### src/hdl/alw_pkg.sv
package alw_pkg;

	// event kinds carried by cmd
	typedef enum logic [1:0] {
		CMD_TICK   = 2'd0,
		CMD_ARM    = 2'd1,
		CMD_SUBMIT = 2'd2,
		CMD_STOP   = 2'd3
	} cmd_t;

	// result status codes
	typedef enum logic [1:0] {
		ST_OK           = 2'd0,
		ST_REFUSED      = 2'd1,
		ST_TRIP_CMD     = 2'd2,
		ST_TRIP_TIMEOUT = 2'd3
	} status_t;

	// configuration register indexes
	typedef enum logic [2:0] {
		REG_STEER_MIN = 3'd0,
		REG_STEER_MAX = 3'd1,
		REG_MOTOR_NEU = 3'd2,
		REG_MOTOR_MIN = 3'd3,
		REG_MOTOR_MAX = 3'd4,
		REG_LEASE     = 3'd5,
		REG_MAX_RUN   = 3'd6
	} reg_idx_t;

	localparam int CFG_IDX_W  = 3;
	localparam int CFG_DATA_W = 32;
	localparam int DRIVE_W    = 16;
	localparam int LEASE_W    = 9;
	localparam int RUN_W      = 14;

	// register reset values
	localparam int STEER_MIN_RST = 1000;
	localparam int STEER_MAX_RST = 2000;
	localparam int MOTOR_NEU_RST = 1500;
	localparam int MOTOR_MIN_RST = 1550;
	localparam int MOTOR_MAX_RST = 2000;
	localparam logic [LEASE_W-1:0] LEASE_RST   = 9'd100;
	localparam logic [RUN_W-1:0]   MAX_RUN_RST = 14'd5000;

endpackage

### src/hdl/actuator_lease_watchdog.sv
// channel  | direction | handshake              | payload
// ---------+-----------+------------------------+-----------------------------------------
// in       | sink      | in_valid / in_stall    | cmd, steering, motor
// out      | source    | out_valid / out_stall  | status, drive_write, drive_steering,
//          |           |                        | drive_motor, force_neutral, init_pulse,
//          |           |                        | is_tripped, is_armed
// cfg      | sink      | cfg_valid / cfg_ready  | cfg_index, cfg_data
//
// one item per cycle sustained while the output is not stalled; an item is captured in the
// input register, and its result then appears from the result register
// the event decode, envelope compares and lease/run checks sit between those registers
// reset clears the flags, ages and both stage valids; registers take their default values
// a stalled result holds in the result register while one more item waits in the input
// register; the input stalls only when both are full and the output is stalled
module actuator_lease_watchdog #(
	parameter int PULSE_WIDTH = 16
) (
	input  logic                             clk,
	input  logic                             arst_n,
	// item input
	input  logic                             in_valid,
	output logic                             in_stall,
	input  logic [1:0]                       cmd,
	input  logic [PULSE_WIDTH-1:0]           steering,
	input  logic [PULSE_WIDTH-1:0]           motor,
	// result output
	output logic                             out_valid,
	input  logic                             out_stall,
	output logic [1:0]                       status,
	output logic                             drive_write,
	output logic [alw_pkg::DRIVE_W-1:0]      drive_steering,
	output logic [alw_pkg::DRIVE_W-1:0]      drive_motor,
	output logic                             force_neutral,
	output logic                             init_pulse,
	output logic                             is_tripped,
	output logic                             is_armed,
	// configuration writes
	input  logic                             cfg_valid,
	output logic                             cfg_ready,
	input  logic [alw_pkg::CFG_IDX_W-1:0]    cfg_index,
	input  logic [alw_pkg::CFG_DATA_W-1:0]   cfg_data
);

	localparam logic [alw_pkg::LEASE_W-1:0] LeaseSat = '1;
	localparam logic [alw_pkg::RUN_W-1:0]   RunSat   = '1;

	// configuration registers
	logic [PULSE_WIDTH-1:0]        steer_min_q, steer_max_q;
	logic [PULSE_WIDTH-1:0]        motor_neu_q, motor_min_q, motor_max_q;
	logic [alw_pkg::LEASE_W-1:0]   lease_q;
	logic [alw_pkg::RUN_W-1:0]     max_run_q;

	// guard state
	logic                          armed_q, stopping_q, trip_q, driving_q;
	logic [alw_pkg::LEASE_W-1:0]   refresh_age_q;
	logic [alw_pkg::RUN_W-1:0]     run_age_q;

	// input stage
	logic                          valid_s1;
	alw_pkg::cmd_t                 cmd_s1;
	logic [PULSE_WIDTH-1:0]        steer_s1, motor_s1;

	// result stage
	logic                          valid_s2;
	alw_pkg::status_t              status_s2;
	logic                          dw_s2, fneu_s2, init_s2, trip_s2, armed_s2;
	logic [alw_pkg::DRIVE_W-1:0]   ds_s2, dm_s2;

	// next-state logic results
	logic                          armed_d, stopping_d, trip_d, driving_d;
	logic [alw_pkg::LEASE_W-1:0]   refresh_age_d;
	logic [alw_pkg::RUN_W-1:0]     run_age_d;
	alw_pkg::status_t              status_d;
	logic                          dw_d, fneu_d, init_d;
	logic [alw_pkg::DRIVE_W-1:0]   ds_d, dm_d;

	logic                          load_s2, load_s1;
	logic [alw_pkg::LEASE_W-1:0]   refresh_tick;
	logic [alw_pkg::RUN_W-1:0]     run_tick;
	logic                          expired_tick, expired_now, bad_cmd, can_drive;

	// flow control
	assign load_s2   = valid_s1 && (!valid_s2 || !out_stall);
	assign in_stall  = valid_s1 && !load_s2;
	assign load_s1   = in_valid && !in_stall;
	assign cfg_ready = 1'b1;

	// configuration write
	always_ff @(posedge clk or negedge arst_n) begin
		if (!arst_n) begin
			steer_min_q <= PULSE_WIDTH'(alw_pkg::STEER_MIN_RST);
			steer_max_q <= PULSE_WIDTH'(alw_pkg::STEER_MAX_RST);
			motor_neu_q <= PULSE_WIDTH'(alw_pkg::MOTOR_NEU_RST);
			motor_min_q <= PULSE_WIDTH'(alw_pkg::MOTOR_MIN_RST);
			motor_max_q <= PULSE_WIDTH'(alw_pkg::MOTOR_MAX_RST);
			lease_q     <= alw_pkg::LEASE_RST;
			max_run_q   <= alw_pkg::MAX_RUN_RST;
		end else if (cfg_valid && cfg_ready) begin
			case (alw_pkg::reg_idx_t'(cfg_index))
				alw_pkg::REG_STEER_MIN: steer_min_q <= cfg_data[PULSE_WIDTH-1:0];
				alw_pkg::REG_STEER_MAX: steer_max_q <= cfg_data[PULSE_WIDTH-1:0];
				alw_pkg::REG_MOTOR_NEU: motor_neu_q <= cfg_data[PULSE_WIDTH-1:0];
				alw_pkg::REG_MOTOR_MIN: motor_min_q <= cfg_data[PULSE_WIDTH-1:0];
				alw_pkg::REG_MOTOR_MAX: motor_max_q <= cfg_data[PULSE_WIDTH-1:0];
				alw_pkg::REG_LEASE:     lease_q     <= cfg_data[alw_pkg::LEASE_W-1:0];
				alw_pkg::REG_MAX_RUN:   max_run_q   <= cfg_data[alw_pkg::RUN_W-1:0];
				default: ;
			endcase
		end
	end

	// input register
	always_ff @(posedge clk or negedge arst_n) begin
		if (!arst_n) begin
			valid_s1 <= 1'b0;
		end else if (load_s1) begin
			valid_s1 <= 1'b1;
		end else if (load_s2) begin
			valid_s1 <= 1'b0;
		end
	end

	always_ff @(posedge clk) begin
		if (load_s1) begin
			cmd_s1   <= alw_pkg::cmd_t'(cmd);
			steer_s1 <= steering;
			motor_s1 <= motor;
		end
	end

	// saturating ages as a tick would leave them
	assign refresh_tick = (driving_q && refresh_age_q != LeaseSat) ?
		refresh_age_q + 1'b1 : refresh_age_q;
	assign run_tick = (driving_q && run_age_q != RunSat) ? run_age_q + 1'b1 : run_age_q;

	// lease or run expired, on ticked and on current ages
	assign expired_tick = driving_q && (refresh_tick >= lease_q || run_tick >= max_run_q);
	assign expired_now  = driving_q && (refresh_age_q >= lease_q || run_age_q >= max_run_q);

	// envelope check; neutral motor is always accepted
	assign bad_cmd = steer_s1 < steer_min_q || steer_s1 > steer_max_q ||
		(motor_s1 != motor_neu_q && (motor_s1 < motor_min_q || motor_s1 > motor_max_q));

	assign can_drive = armed_q && !stopping_q && !trip_q;

	// event decode
	always_comb begin
		armed_d       = armed_q;
		stopping_d    = stopping_q;
		trip_d        = trip_q;
		driving_d     = driving_q;
		refresh_age_d = refresh_age_q;
		run_age_d     = run_age_q;
		status_d      = alw_pkg::ST_OK;
		dw_d          = 1'b0;
		fneu_d        = 1'b0;
		init_d        = 1'b0;
		ds_d          = '0;
		dm_d          = '0;
		case (cmd_s1)
			alw_pkg::CMD_TICK: begin
				refresh_age_d = refresh_tick;
				run_age_d     = run_tick;
				if (can_drive && expired_tick) begin
					trip_d   = 1'b1;
					fneu_d   = 1'b1;
					status_d = alw_pkg::ST_TRIP_TIMEOUT;
				end
			end
			alw_pkg::CMD_ARM: begin
				if (armed_q || stopping_q || trip_q) begin
					status_d = alw_pkg::ST_REFUSED;
				end else begin
					init_d  = 1'b1;
					fneu_d  = 1'b1;
					armed_d = 1'b1;
				end
			end
			alw_pkg::CMD_SUBMIT: begin
				if (!can_drive) begin
					status_d = alw_pkg::ST_REFUSED;
				end else if (expired_now || bad_cmd) begin
					trip_d   = 1'b1;
					fneu_d   = 1'b1;
					status_d = expired_now ? alw_pkg::ST_TRIP_TIMEOUT : alw_pkg::ST_TRIP_CMD;
				end else begin
					if (!driving_q && motor_s1 != motor_neu_q) begin
						driving_d = 1'b1;
						run_age_d = '0;
					end
					refresh_age_d = '0;
					dw_d          = 1'b1;
					ds_d          = alw_pkg::DRIVE_W'(steer_s1);
					dm_d          = alw_pkg::DRIVE_W'(motor_s1);
				end
			end
			alw_pkg::CMD_STOP: begin
				stopping_d = 1'b1;
				fneu_d     = armed_q;
				armed_d    = 1'b0;
			end
			default: ;
		endcase
	end

	// guard state advances as the item moves to the result register
	always_ff @(posedge clk or negedge arst_n) begin
		if (!arst_n) begin
			armed_q       <= 1'b0;
			stopping_q    <= 1'b0;
			trip_q        <= 1'b0;
			driving_q     <= 1'b0;
			refresh_age_q <= '0;
			run_age_q     <= '0;
		end else if (load_s2) begin
			armed_q       <= armed_d;
			stopping_q    <= stopping_d;
			trip_q        <= trip_d;
			driving_q     <= driving_d;
			refresh_age_q <= refresh_age_d;
			run_age_q     <= run_age_d;
		end
	end

	// result register
	always_ff @(posedge clk or negedge arst_n) begin
		if (!arst_n) begin
			valid_s2 <= 1'b0;
		end else if (load_s2) begin
			valid_s2 <= 1'b1;
		end else if (!out_stall) begin
			valid_s2 <= 1'b0;
		end
	end

	always_ff @(posedge clk) begin
		if (load_s2) begin
			status_s2 <= status_d;
			dw_s2     <= dw_d;
			ds_s2     <= ds_d;
			dm_s2     <= dm_d;
			fneu_s2   <= fneu_d;
			init_s2   <= init_d;
			trip_s2   <= trip_d;
			armed_s2  <= armed_d;
		end
	end

	assign out_valid      = valid_s2;
	assign status         = status_s2;
	assign drive_write    = dw_s2;
	assign drive_steering = ds_s2;
	assign drive_motor    = dm_s2;
	assign force_neutral  = fneu_s2;
	assign init_pulse     = init_s2;
	assign is_tripped     = trip_s2;
	assign is_armed       = armed_s2;

	// trip latch holds until reset
	a_trip_holds: assert property (@(posedge clk) disable iff (!arst_n)
		trip_q |=> trip_q)
		else $error("trip latch cleared");

	// armed and stopping are never both set
	a_arm_stop: assert property (@(posedge clk) disable iff (!arst_n)
		!(armed_q && stopping_q))
		else $error("armed while stopping");

	// a passed command never comes with neutral forcing or a bad status
	a_drive_ok: assert property (@(posedge clk) disable iff (!arst_n)
		(valid_s2 && dw_s2) |-> (status_s2 == alw_pkg::ST_OK && !fneu_s2))
		else $error("drive write with trip");

	// input only stalls behind a stalled output
	a_stall_cause: assert property (@(posedge clk) disable iff (!arst_n)
		in_stall |-> (out_stall && valid_s2))
		else $error("input stalled without output stall");

endmodule
### config.mk
export PLATFORM = sky130hd
export DESIGN_NAME = actuator_lease_watchdog
export DESIGN_NICKNAME = d
export VERILOG_FILES = /design/src/hdl/alw_pkg.sv /design/src/hdl/actuator_lease_watchdog.sv
export SDC_FILE = /design/constraint.sdc
export NUM_CORES = 1
export LEC_CHECK = 0
export CORE_MARGIN = 8
export CORE_UTILIZATION = 33
export CTS_CLUSTER_SIZE = 14
export DETAILED_ROUTE_END_ITERATION = 16
export DONT_BUFFER_PORTS = 1
export MAX_ROUTING_LAYER = met4
export PLACE_DENSITY_LB_ADDON = 0.1
export REMOVE_ABC_BUFFERS = 1
export SLEW_MARGIN = 20
export SYNTH_ARGS = -nofsm -noshare
export SYNTH_HDL_FRONTEND = slang
export SYNTH_SLANG_ARGS = --single-unit
export TNS_END_PERCENT = 10
### constraint.sdc
create_clock -name clk -period 4.8 [get_ports clk]
set_input_delay 0.96 -clock clk [delete_from_list [all_inputs] [get_ports clk]]
set_output_delay 0.96 -clock clk [all_outputs]
set_load 0.005 [all_outputs]
==> results_dict.tcl, run 1 <==
set metrics [dict create \
    clk_pin_slew_ps 60 \
    crit_fanout 8 \
    final_net_count 1197 \
    cts_buffer_depth 3 \
    rsz0062_at_grt "no" \
    cp_num_buf_inv 1 \
    dp_hpwl_mm 20.1 \
    num_rows 67 \
    portBuffers 0 \
    synth_flop_cell "dfrtp_1" \
    viasPerCell 4.89 \
    vdd_drop_max_mv 0.245 \
    cp-endpoint "status[0]$_DFFE_PP_" \
    finalSetupTns_ps 0 \
    grt_max_degree 133 \
    timing.final.crit_share_pct 84.4 \
    outcome "completed" \
    cts_made_buffers 26 \
    drv_slew 0 \
    diodes 0 \
    cts_setup_buffers 0 \
    grt_pass1_wl_mm 44.6 \
    slowest_stage "a2111oi_0" \
    start_util_pct 33.2 \
    clkSinkCount 205 \
    met2_length_mm 13.1 \
    max_slew.worst_pin.slew_ps 1020 \
    hold_class "input pin to async pin" \
    layout_setup_ws_ps 749 \
    synthDistinctLibCells 60 \
    synthCells 1005 \
    fin_crit_ps 4050 \
    htreeDepth 1 \
    cellLeakagePower_nw 5.33 \
    maxCapViolCount 0 \
    yosys_warnings 0 \
    crit_start "run_age_q[1]$_DFFE_PN0P_" \
    synth_edf_count 73 \
    synth.ff_latch_count 205 \
    grt_antenna_before_repair 0 \
    drt-met1-wl_mm 13.3 \
    reg2reg_to "status[0]$_DFFE_PP_" \
    dr.max_layer_used "met4" \
    synth_area_sq_mm 0.0110 \
    start_kind "flop" \
    timing.reg2reg.setup_slack_ps 750 \
    io_pins 116 \
    die_area_sq_mm 0.0395 \
    setup_viol 0 \
    path_depth 15 \
    wire_per_inst_um 19.2 \
    num_vias 7240 \
    r2r_cells 15 \
    grt_overflow_total 0 \
    cp_top_family "compound AO/OA/AOI/OAI gates" \
    layout_common_cells "111 x ha_1, 94 x dfrtp_1, 92 x inv_1, 89 x nand2_1, 73 x edfxtp_1" \
    drc_errors 0 \
    power.total_mw 5.17 \
    slew_headroom_pct 31.9 \
    holdBufCountCts 0 \
    drive_gt1_share_pct 16.5 \
    async_reset_ff_share_pct 64.4 \
    place.gp.congestion 0.797 \
    crit_chain "ha_1, nand3_1, o41ai_2, buf_4, or2_2, nor3_1, xor2_1, ha_1, a211oi_1, nor2_1, nor4_1, o21ai_0, o21a_1, a2111oi_0, nor2_1" \
    seq_area_frac_synth_pct 50.3 \
    critPathKind "flop to flop" \
    max_stage_delay_ps 480 \
    postRouteWirelength_mm 28.5 \
    dr.pass1.iters 4 \
    r2r_start "run_age_q[1]$_DFFE_PN0P_" \
    synth_area_per_cell_sq_um 11.0 \
    die_w_um 199 \
    place_ws_ps 803 \
    max_freq_mhz 247 \
    syn2layout_area_growth_pct 13.1 \
    end_kind "flop" \
    critPathRequiredTime_ps 5060 \
    wl_met3_mm 1.48 \
    fp.coreArea_sq_mm 0.0332 \
    drtAntennaViolNets 0 \
    worst-endpoint-arrival_ps 4310 \
    clock_latency_ps 520 \
    drt_iter0_markers 399 \
    layout_commonest_cell "ha_1" \
    cts-root-buf "clkbuf_16" \
    grt_usage_pct 15.0 \
    clock_skew_ps 18.1 \
    die_h_um 199 \
    post_cts_resized 0 \
    grt_pass1_vias 7387 \
    cts_tree "done" \
    finalHoldViolCount 0 \
    p_per_area_mw_per_mm2 414 \
]
## area by class of cell
cell class	instances	area, sq um
sequential	205	5540
clock inverter	13	173
fill	3315	20700
tap	448	561
inverter	93	349
clock buffer	35	746
multi-input combinational	671	4990
timing repair buffer	15	113
## per-stage QoR
stage | cell area [sq um] | hold slack (ps) | instances | utilization, %
2_1_floorplan | 10900 | 457 | 969 | -
3_3_place_gp | 11600 | 468 | 1432 | 34.8
3_5_place_dp | 11600 | 477 | 1432 | 34.8
4_1_cts | 12500 | 108 | 1480 | 37.6
5_1_grt | 12500 | 99.6 | 1480 | 37.6
6_report | 12500 | 133 | 1480 | 37.6
## flip-flops by register name, indices dropped and copies added, names as in the netlist, 14 cells and up
signal and count:
steer_s1 16, motor_max_q 16, drive_steering 16, run_age_q 14, motor_neu_q 16, max_run_q 14, steer_max_q 16, motor_min_q 16
steer_min_q 16, drive_motor 16, motor_s1 16
## cells by family after synthesis
| group | after synthesis | share of synthesized area, % |
|---|---|---|
| and+or+nand+nor | 267 | 12.2 |
| DFF | 205 | 50.3 |
| AOI/OAI and AO/OA | 186 | 10.4 |
| buffers and inverters | 129 | 4.70 |
| adders and majority gates | 111 | 12.6 |
| muxes | 65 | 6.60 |
| xor gates and xnor gates | 41 | 3.26 |
| other | 1 | 0.0340 |
## worst min-delay path by stage
stage / from / endpoint / slack [ps] / depth (start not counted)
after floorplan: valid_s1$_DFFE_PN0P_ / out_valid$_DFFE_PN0P_ / 460 / 1
after global placement: valid_s1$_DFFE_PN0P_ / out_valid$_DFFE_PN0P_ / 470 / 1
after detailed placement: valid_s1$_DFFE_PN0P_ / out_valid$_DFFE_PN0P_ / 480 / 1
after CTS: arst_n / max_run_q[0]$_DFFE_PN0P_ / 110 / 0
after global routing: arst_n / run_age_q[2]$_DFFE_PN0P_ / 100 / 0
final: arst_n / max_run_q[1]$_DFFE_PN0P_ / 130 / 0
## synthesized netlist by cell type, types with 2 or more instances
| library cell | number | area [sq um] |
|---|---|---|
| nor3_1 | 13 | 65.1 |
| a2111oi_0 | 3 | 26.3 |
| a221oi_1 | 6 | 52.6 |
| a21oi_1 | 46 | 230 |
| xor2_1 | 25 | 219 |
| a31oi_1 | 5 | 31.3 |
| dfrtp_1 | 94 | 2350 |
| mux2_2 | 62 | 698 |
| a21o_1 | 16 | 120 |
| ha_1 | 111 | 1390 |
| nand2_1 | 89 | 334 |
| nand3_1 | 20 | 100 |
| and3_1 | 8 | 50.1 |
| xnor2_1 | 16 | 140 |
| o31ai_1 | 2 | 15.0 |
| buf_2 | 3 | 15.0 |
| o211ai_1 | 5 | 37.5 |
| mux2i_1 | 3 | 30.0 |
| or4b_1 | 2 | 20.0 |
| o21ai_1 | 4 | 20.0 |
| a22oi_1 | 3 | 22.5 |
| edfxtp_1 | 73 | 2190 |
| clkbuf_1 | 28 | 105 |
| nand2b_1 | 7 | 43.8 |
| o21ai_0 | 68 | 340 |
| o21a_1 | 4 | 30.0 |
| o2111ai_1 | 3 | 26.3 |
| nor2b_1 | 4 | 25.0 |
| dfstp_2 | 38 | 998 |
| or2_2 | 2 | 12.5 |
| a221o_1 | 2 | 20.0 |
| buf_4 | 2 | 15.0 |
| buf_6 | 3 | 33.8 |
| o22ai_1 | 2 | 12.5 |
| nand4_1 | 19 | 119 |
| inv_1 | 92 | 345 |
| o311ai_1 | 2 | 17.5 |
| nor4_1 | 9 | 56.3 |
| a211oi_1 | 5 | 37.5 |
| and2_1 | 32 | 200 |
| nor3b_1 | 3 | 22.5 |
| nor2_1 | 44 | 165 |
| nand4b_1 | 3 | 26.3 |
| or3_1 | 2 | 12.5 |
| and4_1 | 7 | 61.3 |
## routing by layer
layer	track usage, %	vias to the layer above
met5	-	-
met4	3.32	0
met3	2.72	32
met2	23.7	119
met1	20.0	3500
li1	-	3589
## power breakdown
part | leakage, nW | internal [mW] | total [mW] | switching, mW
registers | 2.23 | 2.11 | 2.25 | 0.137
logic | 2.67 | 0.392 | 0.867 | 0.475
clock network | 0.438 | 1.30 | 2.06 | 0.756
Note: power is estimated with default switching activity, not from simulation.
==> inputs of run 2 (changes only) <==
==> constraint.sdc (replaced) <==
create_clock -name clk -period 3.35 [get_ports clk]
set_input_delay 0.67 -clock clk [delete_from_list [all_inputs] [get_ports clk]]
set_output_delay 0.67 -clock clk [all_outputs]
set_load 0.005 [all_outputs]
==> run 2 against run 1 <==
- the run now ends with setup timing left
- register-to-register slack worse by 760 ps
- sequential cell count unchanged
- wire length up 5.8%
- global-route usage grew 0.72 points
- clock-buffer cell count did not move
- clock power rose by 23%
- non-clock buffer count up 62
- hold slack got worse by 63 ps
- critical endpoint is now force_neutral$_DFFE_PP_
- largest cell class unchanged
- largest power group unchanged
==> results_dict.tcl, run 2 (synthesized netlist as in run 1, its figures left out) <==
set metrics [dict create \
    start_kind "flop" \
    layout_common_cells "109 x ha_1, 94 x dfrtp_1, 92 x inv_1, 88 x nand2_1" \
    fin_crit_ps 3360 \
    sequentialPowerShare_pct 44.8 \
    multi_input_area_sq_mm 0.00510 \
    end_kind "flop" \
    num_rows 67 \
    die_h_um 199 \
    vdd_drop_max_mv 0.344 \
    maxCapViolCount 0 \
    rsz0062_at_grt "yes" \
    max_freq_mhz 297 \
    combPwrFrac_pct 19.7 \
    place.gp.congestion 0.816 \
    p_per_area_mw_per_mm2 551 \
    grt_pass1_vias 7806 \
    drtAntennaViolNets 0 \
    hold_class "input pin to async pin" \
    drt_iter0_markers 304 \
    num_vias 7550 \
    outcome "complete, but fails checks" \
    die_area_sq_mm 0.0395 \
    timing.hold.ws_ps 70.4 \
    clk_pin_slew_ps 70 \
    dr.pass1.iters 4 \
    io_pins 116 \
    htreeDepth 1 \
    slew_headroom_pct 38.4 \
    grt_antenna_before_repair 1 \
    switching_share_pct 28.3 \
    critPathKind "flop to flop" \
    drc_errors 0 \
    grt_max_degree 95 \
    wire_per_inst_um 19.6 \
    fillers 3359 \
    fp.coreArea_sq_mm 0.0332 \
    syn2layout_area_growth_pct 17.4 \
    violations "setup timing" \
    drive_gt1_share_pct 22.5 \
    cts_buffer_depth 3 \
    power_frac_clock_pct 35.4 \
    seqCellArea_sq_mm 0.00554 \
    worst-endpoint-arrival_ps 3610 \
    drv_slew 0 \
    cts_made_buffers 25 \
    viasPerCell 4.90 \
    clkSinkCount 205 \
    fin_area_sq_mm 0.0129 \
    layout_setup_ws_ps -12.4 \
    grt_overflow_total 0 \
    switchingPower_mw 2.02 \
    cts-root-buf "clkbuf_16" \
    dpl_cell_area_sq_mm 0.0120 \
    final_net_count 1258 \
    timing.final.crit_share_pct 100 \
    cts_tree "done" \
    grt_usage_pct 15.8 \
    grt_pass1_wl_mm 46.5 \
    cellLeakagePower_nw 5.62 \
    setup_viol 3 \
    clock_skew_ps 13.2 \
    portBuffers 0 \
    timing.reg2reg.setup_slack_ps -10 \
    p_int_mw 5.12 \
    max_slew.worst_pin.slew_ps 924 \
    clock_latency_ps 520 \
    critPathRequiredTime_ps 3600 \
    postRouteWirelength_mm 30.1 \
    dp_hpwl_mm 21.1 \
    layout_commonest_cell "ha_1" \
    start_util_pct 33.2 \
    finalHoldViolCount 0 \
    die_w_um 199 \
    crit_fanout 4 \
    finish.utilization_pct 39.0 \
]
-- run 2: worst max-delay path: stages, from the launching register on --
cell and delay [ps]:
dfrtp_1 380, ha_2 200, nand3_2 80, nor2_4 40, ha_4 140, nor2b_2 110
nand4_1 220, nor2_1 200, xor2_1 180, ha_1 280, a21oi_2 130, o22ai_1 100
nor4_1 260, o21ai_1 150, o21a_1 260, buf_6 140, nor2_4 110, o211ai_1 90
-- run 2: layout make-up --
type | instances | area share, %
tap | 448 | 4.33
clock buffer | 35 | 5.43
multi-input combinational | 671 | 39.4
sequential | 205 | 42.8
clock inverter | 10 | 0.416
antenna | 1 | 0.0193
inverter | 93 | 2.70
timing repair buffer | 77 | 4.90
-- run 2: final timing paths --
path | startpoint | depth (start not counted) | end
max reg2reg | refresh_age_q[1]$_DFFE_PN0P_ | 17 | force_neutral$_DFFE_PP_
min reg2reg | valid_s1$_DFFE_PN0P_ | 1 | out_valid$_DFFE_PN0P_
min | arst_n | 1 | refresh_age_q[1]$_DFFE_PN0P_
min in group clk | steering[0] | 0 | steer_s1[0]$_DFFE_PP_
max | refresh_age_q[1]$_DFFE_PN0P_ | 17 | force_neutral$_DFFE_PP_
max in group asynchronous | arst_n | 1 | motor_min_q[4]$_DFFE_PN0P_
-- run 2: layer usage --
layer	vias up	track usage [%]	routed length (um)
met4	0	2.61	371
met2	115	25.6	14000
li1	3714	-	-
met1	3688	20.8	14200
met3	33	2.67	1520
met5	-	-	0
-- run 2: power by group through the flow --
stage | clock network [mW] | registers [mW] | logic [mW]
floorplan | 0 | 3.20 | 0.968
global placement | 0 | 3.24 | 1.35
detailed placement | 0 | 3.25 | 1.36
CTS | 2.63 | 3.21 | 1.43
global route | 2.70 | 3.25 | 1.63
finish | 2.53 | 3.20 | 1.41
-- run 2: per-stage QoR --
stage / power [mW] / worst slack [ps] / std cells / setup TNS (ps)
6_report: 7.14 / -12.4 / 1540 / -29.2
5_1_grt: 7.57 / -258 / 1540 / -1170
4_1_cts: 7.26 / 1.55 / 1537 / 0
3_5_place_dp: 4.61 / -224 / 1490 / -555
3_3_place_gp: 4.59 / -227 / 1490 / -375
2_1_floorplan: 4.17 / -108 / 969 / -417
-- run 2: what timing repair did --
item	CTS	global route
endpoints found under the hold margin	94	0
hold buffers	2	0
pin swaps	10	15
buffers inserted	0	2
gates resized for setup	12	16
setup endpoints to repair	4	40
==> inputs of run 3 (changes only) <==
--- a/config.mk
+++ b/config.mk
@@ -6,10 +6,11 @@
 export NUM_CORES = 1
 export LEC_CHECK = 0
 export CORE_MARGIN = 8
-export CORE_UTILIZATION = 33
+export CORE_UTILIZATION = 58
 export CTS_CLUSTER_SIZE = 14
 export DETAILED_ROUTE_END_ITERATION = 16
 export DONT_BUFFER_PORTS = 1
+export GPL_TIMING_DRIVEN = 0
 export MAX_ROUTING_LAYER = met4
 export PLACE_DENSITY_LB_ADDON = 0.1
 export REMOVE_ABC_BUFFERS = 1
@@ -17,4 +18,4 @@
 export SYNTH_ARGS = -nofsm -noshare
 export SYNTH_HDL_FRONTEND = slang
 export SYNTH_SLANG_ARGS = --single-unit
-export TNS_END_PERCENT = 10
+export TNS_END_PERCENT = 50
==> run 3 against run 2 <==
- the run now ends clean
- cell count fell by 16%
- sequential share of layout area rose by 1.5 points
- combinational power barely moved
- power fell by 0.90%
- critical path depth fell by 4
- worst setup slack improved by 35 ps
- sequential power barely moved
- maximum frequency rose by 1.1%
- die area fell by 40%
- critical path type unchanged
- critical endpoint is now status[0]$_DFFE_PP_
==> results_dict.tcl, run 3 (synthesized netlist as in run 1, its figures left out) <==
set metrics [dict create \
    outcome "completed" \
    clock_latency_ps 510 \
    hold_class "input pin to async pin" \
    timing.reg2reg.setup_slack_ps 20 \
    finalSetupTns_ps 0 \
    num_vias 7535 \
    layout_common_cells "108 x ha_1, 92 x inv_1, 88 x nand2_1, 82 x dfrtp_1, 73 x edfxtp_1" \
    max_slew.worst_pin.slew_ps 1110 \
    htreeDepth 1 \
    start_kind "flop" \
    wire_per_inst_um 20.1 \
    slowest_stage "dfrtp_2" \
    die_h_um 154 \
    die_area_sq_mm 0.0237 \
    drt-met1-wl_mm 11.6 \
    fp.coreArea_sq_mm 0.0187 \
    num_rows 50 \
    drtAntennaViolNets 0 \
    cellLeakagePower_nw 5.46 \
    cts_tree "done" \
    worst-endpoint-arrival_ps 3580 \
    grt_max_degree 95 \
    power.total_mw 7.07 \
    critPathRequiredTime_ps 3600 \
    grt_pass1_vias 7711 \
    grt_usage_pct 22.7 \
    end_kind "flop" \
    grt_antenna_before_repair 0 \
    final_net_count 1229 \
    grt_overflow_total 0 \
    slew_headroom_pct 25.7 \
    grt_pass1_wl_mm 41.5 \
    portBuffers 0 \
    r2r_cells 13 \
    diodes 0 \
    viasPerCell 5.82 \
    cp_top_family "compound AO/OA/AOI/OAI gates" \
    vdd_drop_max_mv 0.433 \
    drive_gt1_share_pct 21.9 \
    drt_iter0_markers 350 \
    clk_pin_slew_ps 60 \
    cp_num_buf_inv 1 \
    crit_chain "ha_4, nand3_2, o41ai_4, buf_4, mux2_2, ha_1, nand2_1, o21ai_0, a221oi_2, o21ai_1, and4_4, a2111oi_4, nor2_1" \
    critPathKind "flop to flop" \
    die_w_um 154 \
    setup_viol 0 \
    crit_fanout 6 \
    cts_made_buffers 23 \
    r2r_start "run_age_q[1]$_DFFE_PN0P_" \
    dp_hpwl_mm 17.9 \
    max_stage_delay_ps 430 \
    io_pins 116 \
    rsz0062_at_grt "yes" \
    finalHoldViolCount 0 \
    drv_slew 0 \
    syn2layout_area_growth_pct 13.7 \
    layout_commonest_cell "ha_1" \
    clock_skew_ps 11.9 \
    timing.final.crit_share_pct 99.3 \
    fin_crit_ps 3330 \
    met2_length_mm 12.3 \
    reg2reg_to "status[0]$_DFFE_PP_" \
    postRouteWirelength_mm 26.1 \
    place.gp.congestion 0.884 \
    clkSinkCount 205 \
    p_per_area_mw_per_mm2 564 \
    start_util_pct 59.0 \
    wl_met3_mm 1.37 \
    drc_errors 0 \
    cts-root-buf "clkbuf_16" \
    maxCapViolCount 0 \
    timing.hold.ws_ps 87.9 \
    max_freq_mhz 301 \
    dr.max_layer_used "met4" \
    dr.pass1.iters 4 \
    cts_buffer_depth 3 \
]
## run 3: worst max path at each step
stage / startpoint / endpoint / slack (ps) / cells after the start
2_1_floorplan: refresh_age_q[3]$_DFFE_PN0P_ / status[0]$_DFFE_PP_ / -110 / 16
3_3_place_gp: out_stall / refresh_age_q[5]$_DFFE_PN0P_ / -1690 / 8
3_5_place_dp: run_age_q[1]$_DFFE_PN0P_ / status[0]$_DFFE_PP_ / -880 / 14
4_1_cts: refresh_age_q[3]$_DFFE_PN0P_ / status[0]$_DFFE_PP_ / 0.3 / 16
5_1_grt: refresh_age_q[3]$_DFFE_PN0P_ / status[0]$_DFFE_PP_ / -140 / 16
6_report: run_age_q[1]$_DFFE_PN0P_ / status[0]$_DFFE_PP_ / 20 / 13
## run 3: per-stage QoR
step                      setup WS, ps  utilization (%)  cell area, sq um  cells
after floorplan                   -108                -             10900    969
after global placement           -1690             59.6             11200   1203
after detailed placement          -878             60.5             11300   1216
after CTS                        0.308             66.3             12400   1283
after global routing              -143             67.0             12500   1295
final                             22.8             67.0             12500   1295
## run 3: what timing repair did
item | CTS | global route
setup buffers | 22 | 12
hold endpoints to repair | 94 | 0
resized for setup | 34 | 15
hold buffers | 3 | 0
endpoints found under the setup margin | 58 | 31
pin swaps | 17 | 13
## run 3: power breakdown
| part | internal [mW] | switching [mW] | total, mW |
|---|---|---|---|
| sequential | 3.02 | 0.190 | 3.21 |
| combinational | 0.619 | 0.760 | 1.38 |
| clock | 1.46 | 1.02 | 2.48 |
| total | 5.10 | 1.97 | 7.07 |
## run 3: cell type report
cell class | count | area [sq um]
fillers | 1426 | 6170
flip-flops and latches | 205 | 5560
multi-input cells | 671 | 5140
clock buffers | 27 | 611
repair buffers | 50 | 450
inverters | 93 | 350
well taps | 234 | 293
clock inverters | 15 | 136
## run 3: routing by layer
layer / vias up / global-route usage (%)
met2: 184 / 36.6
met4: 0 / 7.23
li1: 3654 / -
met3: 61 / 4.12
met5: - / -
met1: 3636 / 28.9
